==> config.mk <==
export PLATFORM = sky130hd
export DESIGN_NAME = multi_channel_esc_slew_limiter_unit
export DESIGN_NICKNAME = d
export VERILOG_FILES = /design/src/rtl/msl_pkg.sv /design/src/rtl/multi_channel_esc_slew_limiter_unit.sv /design/src/rtl/msl_front.sv /design/src/rtl/msl_queue.sv /design/src/rtl/msl_back.sv
export SDC_FILE = /design/constraint.sdc
export NUM_CORES = 2
export LEC_CHECK = 0
export BUFFER_PORTS_ARGS = -buffer_cell sky130_fd_sc_hd__buf_2
export CAP_MARGIN = 20
export CORE_MARGIN = 2
export CORE_UTILIZATION = 25
export DETAILED_ROUTE_END_ITERATION = 10
export PLACE_DENSITY_LB_ADDON = 0.3
export SLEW_MARGIN = 30
export SYNTH_ARGS = -nofsm -noshare
export SYNTH_HDL_FRONTEND = slang
export SYNTH_SLANG_ARGS = --single-unit
==> constraint.sdc <==
create_clock -name clk -period 32.9 [get_ports clk]
set_input_delay 0 -clock clk [delete_from_list [all_inputs] [get_ports clk]]
set_output_delay 0 -clock clk [all_outputs]
set_load 0.02 [all_outputs]
==> src/rtl/msl_pkg.sv <==
// Shared constants and types for the multi-channel slew limiter.
`default_nettype none

package msl_pkg;

    // Channel count and derived index width
    localparam int CHANNELS = 8;
    localparam int CH_IDX_W = (CHANNELS > 1) ? $clog2(CHANNELS) : 1;

    // Field widths fixed by the interface
    localparam int OP_W      = 3;
    localparam int CHAN_W    = 3;
    localparam int VAL_W     = 16;
    localparam int CFG_W     = 12;
    localparam int CFG_IDX_W = 1;
    localparam int PULSE_W   = 16;

    // Full-scale value; the scale is a divide by 2**FS_SHIFT
    localparam int FULL_SCALE = 1024;
    localparam int FS_SHIFT   = $clog2(FULL_SCALE);

    // Command queue depth
    localparam int QUEUE_DEPTH = 4;
    localparam int QPTR_W      = $clog2(QUEUE_DEPTH);

    // Operation codes
    localparam logic [OP_W-1:0] OP_TICK       = 3'd0;
    localparam logic [OP_W-1:0] OP_SET_AUTO   = 3'd1;
    localparam logic [OP_W-1:0] OP_SET_MANUAL = 3'd2;
    localparam logic [OP_W-1:0] OP_SET_IDLE   = 3'd3;
    localparam logic [OP_W-1:0] OP_STOP_ALL   = 3'd4;

    // Configuration register indexes
    localparam logic [CFG_IDX_W-1:0] REG_PULSE_PER_MS = 1'd0;
    localparam logic [CFG_IDX_W-1:0] REG_PULSE_OFFSET = 1'd1;

    localparam logic [CFG_W-1:0] PULSE_PER_MS_RESET = 12'd1600;
    localparam logic [CFG_W-1:0] PULSE_OFFSET_RESET = 12'd1600;

    // One classified command on its way from front to back
    typedef struct packed {
        logic [OP_W-1:0]         op;
        logic [CH_IDX_W-1:0]     chan;
        logic signed [VAL_W-1:0] target;
        logic                    manual_enable;
        logic signed [VAL_W-1:0] step_size;
        logic [VAL_W-1:0]        interval_ticks;
        logic                    armed;
    } cmd_t;

    // Back-end sequencer states
    typedef enum logic [1:0] {
        ST_IDLE = 2'b01,
        ST_RUN  = 2'b10
    } seq_state_t;

endpackage

`default_nettype wire

==> src/rtl/multi_channel_esc_slew_limiter_unit.sv <==
// Top level of the multi-channel slew limiter with PWM pulse conversion.
//
//  channel   direction  handshake              payload
//  in        to block   in_valid / in_ready    op, channel, target, manual_enable,
//                                              step_size, interval_ticks, armed
//  out       from block out_valid / out_ready  out_channel, pulse_count,
//                                              channel_value, out_of_range,
//                                              any_out_of_range, last
//  cfg       to block   cfg_write_en           cfg_index, cfg_data
//
// A tick in the channel engine is started from idle, then runs one channel per cycle
// through the shared update logic while the output is not stalled; each set or stop
// command is executed in the idle state.
// A channel's result is registered in the product register, then the output register,
// before it is presented.
// A four-entry command queue lets the input keep accepting while the engine runs.
// Reset clears all channel state and loads both configuration registers with 1600.
// A stalled output holds the tick sequencer and the result pipeline; the queue then
// fills and in_ready drops.
`default_nettype none

module multi_channel_esc_slew_limiter_unit
    import msl_pkg::*;
(
    input  wire logic                    clk,
    input  wire logic                    rst_n,
    input  wire logic                    cfg_write_en,
    input  wire logic [CFG_IDX_W-1:0]    cfg_index,
    input  wire logic [CFG_W-1:0]        cfg_data,
    input  wire logic                    in_valid,
    output logic                         in_ready,
    input  wire logic [OP_W-1:0]         op,
    input  wire logic [CHAN_W-1:0]       channel,
    input  wire logic signed [VAL_W-1:0] target,
    input  wire logic                    manual_enable,
    input  wire logic signed [VAL_W-1:0] step_size,
    input  wire logic [VAL_W-1:0]        interval_ticks,
    input  wire logic                    armed,
    output logic                         out_valid,
    input  wire logic                    out_ready,
    output logic [CHAN_W-1:0]            out_channel,
    output logic [PULSE_W-1:0]           pulse_count,
    output logic signed [VAL_W-1:0]      channel_value,
    output logic                         out_of_range,
    output logic                         any_out_of_range,
    output logic                         last
);

    logic q_full;
    logic push;
    cmd_t push_cmd;
    logic pop;
    logic q_valid;
    cmd_t q_cmd;

    // Classify and enqueue items
    msl_front u_front
    (
        .in_valid       (in_valid),
        .in_ready       (in_ready),
        .op             (op),
        .channel        (channel),
        .target         (target),
        .manual_enable  (manual_enable),
        .step_size      (step_size),
        .interval_ticks (interval_ticks),
        .armed          (armed),
        .q_full         (q_full),
        .push           (push),
        .push_cmd       (push_cmd)
    );

    // Decouple front from engine
    msl_queue u_queue
    (
        .clk      (clk),
        .rst_n    (rst_n),
        .push     (push),
        .push_cmd (push_cmd),
        .full     (q_full),
        .pop      (pop),
        .q_valid  (q_valid),
        .pop_cmd  (q_cmd)
    );

    // Run commands and ticks
    msl_back u_back
    (
        .clk              (clk),
        .rst_n            (rst_n),
        .cfg_write_en     (cfg_write_en),
        .cfg_index        (cfg_index),
        .cfg_data         (cfg_data),
        .q_valid          (q_valid),
        .q_cmd            (q_cmd),
        .pop              (pop),
        .out_valid        (out_valid),
        .out_ready        (out_ready),
        .out_channel      (out_channel),
        .pulse_count      (pulse_count),
        .channel_value    (channel_value),
        .out_of_range     (out_of_range),
        .any_out_of_range (any_out_of_range),
        .last             (last)
    );

endmodule

`default_nettype wire

==> src/rtl/msl_front.sv <==
// Front end: accept items, drop ignored ones, and push commands to the queue.
`default_nettype none

module msl_front
    import msl_pkg::*;
(
    input  wire logic                    in_valid,
    output logic                         in_ready,
    input  wire logic [OP_W-1:0]         op,
    input  wire logic [CHAN_W-1:0]       channel,
    input  wire logic signed [VAL_W-1:0] target,
    input  wire logic                    manual_enable,
    input  wire logic signed [VAL_W-1:0] step_size,
    input  wire logic [VAL_W-1:0]        interval_ticks,
    input  wire logic                    armed,
    input  wire logic                    q_full,
    output logic                         push,
    output cmd_t                         push_cmd
);

    logic chan_ok;
    logic keep;

    // Accept whenever the queue has room, even for items that are dropped
    assign in_ready = !q_full;
    assign chan_ok  = (32'(channel) < CHANNELS);

    // Classify: keep ticks and stop-all, keep channel ops on a real channel
    always_comb
    begin
        case (op)
            OP_TICK:       keep = 1'b1;
            OP_STOP_ALL:   keep = 1'b1;
            OP_SET_AUTO:   keep = chan_ok;
            OP_SET_MANUAL: keep = chan_ok;
            OP_SET_IDLE:   keep = chan_ok;
            default:       keep = 1'b0;
        endcase
    end

    assign push = in_valid && in_ready && keep;

    always_comb
    begin
        push_cmd.op             = op;
        push_cmd.chan           = CH_IDX_W'(channel);
        push_cmd.target         = target;
        push_cmd.manual_enable  = manual_enable;
        push_cmd.step_size      = step_size;
        push_cmd.interval_ticks = (interval_ticks == '0) ? VAL_W'(1) : interval_ticks;
        push_cmd.armed          = armed;
    end

endmodule

`default_nettype wire

==> src/rtl/msl_queue.sv <==
// Short command queue between the front end and the channel engine.
`default_nettype none

module msl_queue
    import msl_pkg::*;
(
    input  wire logic clk,
    input  wire logic rst_n,
    input  wire logic push,
    input  wire cmd_t push_cmd,
    output logic      full,
    input  wire logic pop,
    output logic      q_valid,
    output cmd_t      pop_cmd
);

    localparam int CNT_W = $clog2(QUEUE_DEPTH + 1);

    cmd_t              entry_reg [QUEUE_DEPTH];
    logic [QPTR_W-1:0] wr_ptr_reg, wr_ptr_next;
    logic [QPTR_W-1:0] rd_ptr_reg, rd_ptr_next;
    logic [CNT_W-1:0]  count_reg, count_next;
    logic              do_pop;

    assign full    = (count_reg == CNT_W'(QUEUE_DEPTH));
    assign q_valid = (count_reg != '0);
    assign pop_cmd = entry_reg[rd_ptr_reg];
    assign do_pop  = pop && q_valid;

    // Advance pointers and fill count
    always_comb
    begin
        wr_ptr_next = push ? wr_ptr_reg + 1'b1 : wr_ptr_reg;
        rd_ptr_next = do_pop ? rd_ptr_reg + 1'b1 : rd_ptr_reg;
        count_next  = count_reg;
        if (push && !do_pop)
        begin
            count_next = count_reg + 1'b1;
        end
        else if (!push && do_pop)
        begin
            count_next = count_reg - 1'b1;
        end
    end

    always_ff @(posedge clk or negedge rst_n)
    begin
        if (!rst_n)
        begin
            wr_ptr_reg <= '0;
            rd_ptr_reg <= '0;
            count_reg  <= '0;
        end
        else
        begin
            wr_ptr_reg <= wr_ptr_next;
            rd_ptr_reg <= rd_ptr_next;
            count_reg  <= count_next;
        end
    end

    // Store pushed commands
    always_ff @(posedge clk)
    begin
        if (push)
        begin
            entry_reg[wr_ptr_reg] <= push_cmd;
        end
    end

endmodule

`default_nettype wire

==> src/rtl/msl_back.sv <==
// Back end: channel state, per-channel tick sequencer and pulse pipeline.
`default_nettype none

module msl_back
    import msl_pkg::*;
(
    input  wire logic                   clk,
    input  wire logic                   rst_n,
    input  wire logic                   cfg_write_en,
    input  wire logic [CFG_IDX_W-1:0]   cfg_index,
    input  wire logic [CFG_W-1:0]       cfg_data,
    input  wire logic                   q_valid,
    input  wire cmd_t                   q_cmd,
    output logic                        pop,
    output logic                        out_valid,
    input  wire logic                   out_ready,
    output logic [CHAN_W-1:0]           out_channel,
    output logic [PULSE_W-1:0]          pulse_count,
    output logic signed [VAL_W-1:0]     channel_value,
    output logic                        out_of_range,
    output logic                        any_out_of_range,
    output logic                        last
);

    localparam int DW_W   = VAL_W + 1;
    localparam int PROD_W = VAL_W + CFG_W + 1;
    localparam int QUO_W  = PROD_W - FS_SHIFT;
    localparam int SUM_W  = QUO_W + 1;

    // Configuration registers
    logic [CFG_W-1:0] ppm_reg;
    logic [CFG_W-1:0] offset_reg;

    // Channel state
    logic signed [VAL_W-1:0] value_reg      [CHANNELS];
    logic signed [VAL_W-1:0] auto_ref_reg   [CHANNELS];
    logic signed [VAL_W-1:0] manual_ref_reg [CHANNELS];
    logic                    manual_reg     [CHANNELS];
    logic signed [VAL_W-1:0] step_limit_reg [CHANNELS];
    logic [VAL_W-1:0]        interval_reg   [CHANNELS];
    logic [VAL_W-1:0]        icount_reg     [CHANNELS];
    logic signed [VAL_W-1:0] idle_reg       [CHANNELS];

    // Sequencer
    seq_state_t          state_reg, state_next;
    logic [CH_IDX_W-1:0] cnt_reg, cnt_next;
    logic                armed_reg;
    logic                any_reg;
    logic                adv;
    logic                issue;
    logic                exec;
    logic                start_tick;
    logic                cnt_last;

    // Per-channel update
    logic signed [VAL_W-1:0] cur;
    logic signed [VAL_W-1:0] ref_val;
    logic                    follow;
    logic                    lim_pos;
    logic                    due;
    logic signed [DW_W-1:0]  diff;
    logic signed [DW_W-1:0]  lim_ext;
    logic signed [DW_W-1:0]  dw;
    logic signed [DW_W-1:0]  moved;
    logic signed [VAL_W-1:0] new_value;
    logic [VAL_W-1:0]        new_icount;
    logic                    new_oor;
    logic                    new_any;
    logic signed [PROD_W-1:0] new_prod;

    // Pipeline stage one
    logic                     s1_valid_reg;
    logic signed [PROD_W-1:0] s1_prod_reg;
    logic [CH_IDX_W-1:0]      s1_chan_reg;
    logic signed [VAL_W-1:0]  s1_value_reg;
    logic                     s1_oor_reg;
    logic                     s1_any_reg;
    logic                     s1_last_reg;

    // Pulse conversion
    logic signed [PROD_W-1:0] rounded;
    logic signed [QUO_W-1:0]  quo;
    logic signed [SUM_W-1:0]  psum;
    logic [PULSE_W-1:0]       pulse_sat;

    // Output register
    logic                    out_valid_reg;
    logic [CHAN_W-1:0]       out_channel_reg;
    logic [PULSE_W-1:0]      pulse_reg;
    logic signed [VAL_W-1:0] out_value_reg;
    logic                    out_oor_reg;
    logic                    out_any_reg;
    logic                    out_last_reg;

    // Configuration writes
    always_ff @(posedge clk or negedge rst_n)
    begin
        if (!rst_n)
        begin
            ppm_reg    <= PULSE_PER_MS_RESET;
            offset_reg <= PULSE_OFFSET_RESET;
        end
        else if (cfg_write_en)
        begin
            case (cfg_index)
                REG_PULSE_PER_MS: ppm_reg    <= cfg_data;
                REG_PULSE_OFFSET: offset_reg <= cfg_data;
                default:          ;
            endcase
        end
    end

    // Global stall: every stage moves when the output register can take data
    assign adv        = !out_valid_reg || out_ready;
    assign exec       = (state_reg == ST_IDLE) && q_valid;
    assign pop        = exec;
    assign start_tick = exec && (q_cmd.op == OP_TICK);
    assign issue      = (state_reg == ST_RUN) && adv;
    assign cnt_last   = (cnt_reg == CH_IDX_W'(CHANNELS - 1));

    // Sequencer next state
    always_comb
    begin
        state_next = state_reg;
        cnt_next   = cnt_reg;
        case (state_reg)
            ST_IDLE:
            begin
                if (start_tick)
                begin
                    state_next = ST_RUN;
                    cnt_next   = '0;
                end
            end
            ST_RUN:
            begin
                if (issue)
                begin
                    cnt_next = cnt_reg + 1'b1;
                    if (cnt_last)
                    begin
                        state_next = ST_IDLE;
                    end
                end
            end
            default:
            begin
                state_next = ST_IDLE;
            end
        endcase
    end

    always_ff @(posedge clk or negedge rst_n)
    begin
        if (!rst_n)
        begin
            state_reg <= ST_IDLE;
            cnt_reg   <= '0;
            armed_reg <= 1'b0;
            any_reg   <= 1'b0;
        end
        else
        begin
            state_reg <= state_next;
            cnt_reg   <= cnt_next;
            if (start_tick)
            begin
                armed_reg <= q_cmd.armed;
                any_reg   <= 1'b0;
            end
            else if (issue)
            begin
                any_reg <= new_any;
            end
        end
    end

    // Move the current channel toward its reference
    always_comb
    begin
        cur       = value_reg[cnt_reg];
        ref_val   = manual_reg[cnt_reg] ? manual_ref_reg[cnt_reg] : auto_ref_reg[cnt_reg];
        follow    = armed_reg || manual_reg[cnt_reg];
        lim_pos   = (step_limit_reg[cnt_reg] > 0);
        due       = (icount_reg[cnt_reg] >= interval_reg[cnt_reg]);
        diff      = DW_W'(ref_val) - DW_W'(cur);
        lim_ext   = DW_W'(step_limit_reg[cnt_reg]);
        dw        = diff;
        new_icount = icount_reg[cnt_reg];
        if (lim_pos)
        begin
            if (due)
            begin
                if (diff > lim_ext)
                begin
                    dw = lim_ext;
                end
                else if (diff < -lim_ext)
                begin
                    dw = -lim_ext;
                end
                new_icount = '0;
            end
            else
            begin
                dw = '0;
                new_icount = icount_reg[cnt_reg] + 1'b1;
            end
        end
        moved = DW_W'(cur) + dw;
        if (follow)
        begin
            new_value = VAL_W'(moved);
        end
        else
        begin
            new_value  = idle_reg[cnt_reg];
            new_icount = icount_reg[cnt_reg];
        end
        new_oor  = (new_value < 0) || (new_value > VAL_W'(FULL_SCALE));
        new_any  = any_reg || new_oor;
        new_prod = PROD_W'(new_value) * $signed(PROD_W'({1'b0, ppm_reg}));
    end

    // Channel state: commands, stop-all and tick write-back
    always_ff @(posedge clk or negedge rst_n)
    begin
        if (!rst_n)
        begin
            for (int i = 0; i < CHANNELS; i++)
            begin
                value_reg[i]      <= '0;
                auto_ref_reg[i]   <= '0;
                manual_ref_reg[i] <= '0;
                manual_reg[i]     <= 1'b0;
                step_limit_reg[i] <= '0;
                interval_reg[i]   <= '0;
                icount_reg[i]     <= '0;
                idle_reg[i]       <= '0;
            end
        end
        else if (exec && (q_cmd.op == OP_STOP_ALL))
        begin
            for (int i = 0; i < CHANNELS; i++)
            begin
                value_reg[i]      <= '0;
                auto_ref_reg[i]   <= '0;
                manual_ref_reg[i] <= '0;
                manual_reg[i]     <= 1'b0;
                step_limit_reg[i] <= '0;
                interval_reg[i]   <= '0;
                icount_reg[i]     <= '0;
            end
        end
        else if (exec)
        begin
            case (q_cmd.op)
                OP_SET_AUTO:
                begin
                    auto_ref_reg[q_cmd.chan] <= q_cmd.target;
                end
                OP_SET_MANUAL:
                begin
                    manual_ref_reg[q_cmd.chan] <= q_cmd.target;
                    manual_reg[q_cmd.chan]     <= q_cmd.manual_enable;
                    step_limit_reg[q_cmd.chan] <= q_cmd.step_size;
                    if (q_cmd.step_size > 0)
                    begin
                        interval_reg[q_cmd.chan] <= q_cmd.interval_ticks;
                    end
                end
                OP_SET_IDLE:
                begin
                    idle_reg[q_cmd.chan] <= q_cmd.target;
                end
                default:
                begin
                end
            endcase
        end
        else if (issue)
        begin
            value_reg[cnt_reg]  <= new_value;
            icount_reg[cnt_reg] <= new_icount;
        end
    end

    // Stage one: hold the product until the stall clears
    always_ff @(posedge clk or negedge rst_n)
    begin
        if (!rst_n)
        begin
            s1_valid_reg <= 1'b0;
        end
        else if (adv)
        begin
            s1_valid_reg <= issue;
        end
    end

    always_ff @(posedge clk)
    begin
        if (issue)
        begin
            s1_prod_reg  <= new_prod;
            s1_chan_reg  <= cnt_reg;
            s1_value_reg <= new_value;
            s1_oor_reg   <= new_oor;
            s1_any_reg   <= new_any;
            s1_last_reg  <= cnt_last;
        end
    end

    // Divide by full scale toward zero, add offset, saturate
    always_comb
    begin
        rounded = s1_prod_reg;
        if (s1_prod_reg < 0)
        begin
            rounded = s1_prod_reg + PROD_W'(FULL_SCALE - 1);
        end
        quo  = QUO_W'(rounded >>> FS_SHIFT);
        psum = SUM_W'(quo) + $signed(SUM_W'({1'b0, offset_reg}));
        if (psum < 0)
        begin
            pulse_sat = '0;
        end
        else if (psum > $signed(SUM_W'({1'b0, {PULSE_W{1'b1}}})))
        begin
            pulse_sat = '1;
        end
        else
        begin
            pulse_sat = PULSE_W'(psum);
        end
    end

    // Output register
    always_ff @(posedge clk or negedge rst_n)
    begin
        if (!rst_n)
        begin
            out_valid_reg <= 1'b0;
        end
        else if (adv)
        begin
            out_valid_reg <= s1_valid_reg;
        end
    end

    always_ff @(posedge clk)
    begin
        if (adv && s1_valid_reg)
        begin
            out_channel_reg <= CHAN_W'(s1_chan_reg);
            pulse_reg       <= pulse_sat;
            out_value_reg   <= s1_value_reg;
            out_oor_reg     <= s1_oor_reg;
            out_any_reg     <= s1_any_reg;
            out_last_reg    <= s1_last_reg;
        end
    end

    assign out_valid        = out_valid_reg;
    assign out_channel      = out_channel_reg;
    assign pulse_count      = pulse_reg;
    assign channel_value    = out_value_reg;
    assign out_of_range     = out_oor_reg;
    assign any_out_of_range = out_any_reg;
    assign last             = out_last_reg;

endmodule

`default_nettype wire

==> out/summary.txt <==
Area Overhead vs Synth = 16.4%
# setup viols final = 0
Starting density of the core = 25.2%
Most frequent cell on the critical path = a21oi_1
Final hold violation count = 0
Synth warn = 0
CTS root buffer = clkbuf_16
Peak Freq = 0.0605 GHz
Status = completed
Number of CTS-inserted buffers = 141
Final worst-path cycle share = 50.2%
Mapped cell area = 64000 µm²
Routed Antenna Nets = 0
CP max-delay cell = dfrtp_2
Setup crit start kind = flop
Worst-margin pin slew = 1050 ps
Asr flop ratio synth = 75.1%
Syn Inst Count = 6075
Critical Path AT = 17180 ps
Setup crit end kind = flop
Fillers = 26500
Die area = 260000 µm²
H-tree depth = 4
Clock period minus final worst setup slack = 16520 ps
Largest net degree at the start of global routing = 209
Top Family by Delay on Critical Path = compound AO/OA/AOI/OAI gates
WL/cell = 21.6 µm
Drc violations = 0
CP bufs+invs = 9
DR iter-0 viols = 4290
Most frequent cells in the layout = nand2_1 (987), dfrtp_1 (933), o21ai_0 (508)
Mapped Avg Cell Area = 10.5 µm²
Resized Gates After CTS = 0
Worst Setup Path Type = flop to flop
Final wirelength = 208000 µm
IO Port Bufs = 113
Layout Utilization = 29.3%
Flip-flop and latch area = 33000 µm²
Relative slew slack = 29.7%
Syn nets = 6496
Most common cell after layout, fill and taps aside = nand2_1
GRT Total Usage = 15.9%
Vias per cell = 5.01
Post-CTS setup buffer count = 0
# hold bufs at CTS = 154
First-pass GRT wire length = 317000 µm
Vias in the first global route = 49000
Clk_lat worst skew = 820 ps
Max Root-Sink Buffers = 3
Most common flop cell mapped by yosys = dfrtp_1
Sequential fraction of the synthesis area = 51.6%
Max Clock Skew = 66.0 ps
Yosys cell types = 97
Total negative slack = 0 ps
Area of the multi-input gates = 28100 µm²
Clk sinks = 1257
Antenna violations before repair = 7
Unrepaired setup endpoints after global routing = false
Via count = 48300
Clock transition at path regs = 70 ps
Synth Register Bits = 1257
TritonRoute pass-1 iters = 5
NumNets Final = 6590
Post-synth EDFFs = 313
Gp weighted congestion = 0.868
Critical Path Max Stage Delay = 790 ps
Grt total ovfl = 0
CP Max Fanout = 42
DIE WIDTH = 510 µm
Kind of path behind the tightest hold check = primary input to flop
Max_cap viols = 0
I/O Pins = 114
Max FFs per register = 224
Slew Viols, Final = 0
TritonCTS clock tree = yes
DIE HEIGHT = 510 µm
Required @ worst endpoint = 33560 ps
Num rows = 185
Core Footprint = 254000 µm²
Share of cells above drive strength 1 = 12.2%
Post-DP HPWL = 128000 µm
[final timing paths]
check	slack, ps	from	cells past startpoint	to
max reg2reg	16380	u_back.cnt_reg[1]	60	u_back.s1_prod_reg[28]
max	16380	u_back.cnt_reg[1]	60	u_back.s1_prod_reg[28]
min in group asynchronous	450	rst_n	4	u_back.interval_reg[58]
max in group asynchronous	29310	rst_n	7	u_back.value_reg[70]
min reg2reg	420	u_back.s1_value_reg[3]	0	u_back.channel_value[3]
min	50	cfg_data[7]	4	u_back.ppm_reg[7]
[metrics by stage]
stage                     hold slack [ps]  instance area, µm²  setup slack [ps]  std cells
after floorplan                      -296               64000             17930       6075
after global placement               97.7               68100             16600       9235
after detailed placement              106               68200             16470       9235
after CTS                            4.90               74400             16370       9642
after global routing                 44.3               74500             15060       9646
final                                50.1               74500             16380       9647
[synth_stat cells (127+ instances only)]
library cell	count	area [µm²]
o21ai_0	508	2540
dfrtp_1	937	23400
clkbuf_1	365	1370
nor2_1	194	728
ha_1	165	2060
nand2_1	1007	3780
inv_1	350	1310
a22o_1	127	1110
a22oi_1	259	1940
nand3_1	310	1550
edfxtp_1	313	9400
a21oi_1	354	1770
mux2_2	150	1690
fa_1	182	3640
[final cells by class]
class | count | share of cell area [%]
Multi-Input combinational cell | 4023 | 37.7
Sequential cell | 1257 | 44.4
Tap cell | 3366 | 5.65
Antenna cell | 2 | 0.00672
Timing Repair Buffer | 385 | 4.18
Clock inverter | 54 | 0.976
Inverter | 361 | 1.82
Clock buffer | 199 | 5.26
[layer usage]
layer | wire, µm | up-vias | global-route usage (%)
li1 | - | 21600 | -
met1 | 95300 | 24800 | 22.4
met2 | 95100 | 1556 | 25.2
met3 | 12800 | 316 | 2.65
met5 | 42 | - | 0
met4 | 5240 | 6 | 4.33
[cells by family after synthesis]
family / count (synthesis) / share of synthesized area (%)
multiplexers: 251 / 5.77
AND/OR/NAND/NOR: 1791 / 12.4
adder cells (fa/ha/maj): 348 / 8.94
flip-flops: 1257 / 51.6
buffers and inverters: 795 / 4.82
AO/OA/AOI/OAI: 1533 / 15.1
XOR/XNOR: 100 / 1.37
[tightest hold or removal path: stages]
cell and delay, ps:
dlygate4sd3_1 530, buf_2 140, nand2_1 50, o21ai_0 70
Power is not shown: default switching activity piles up to over one toggle a cycle in this logic, so the estimate is an artifact.
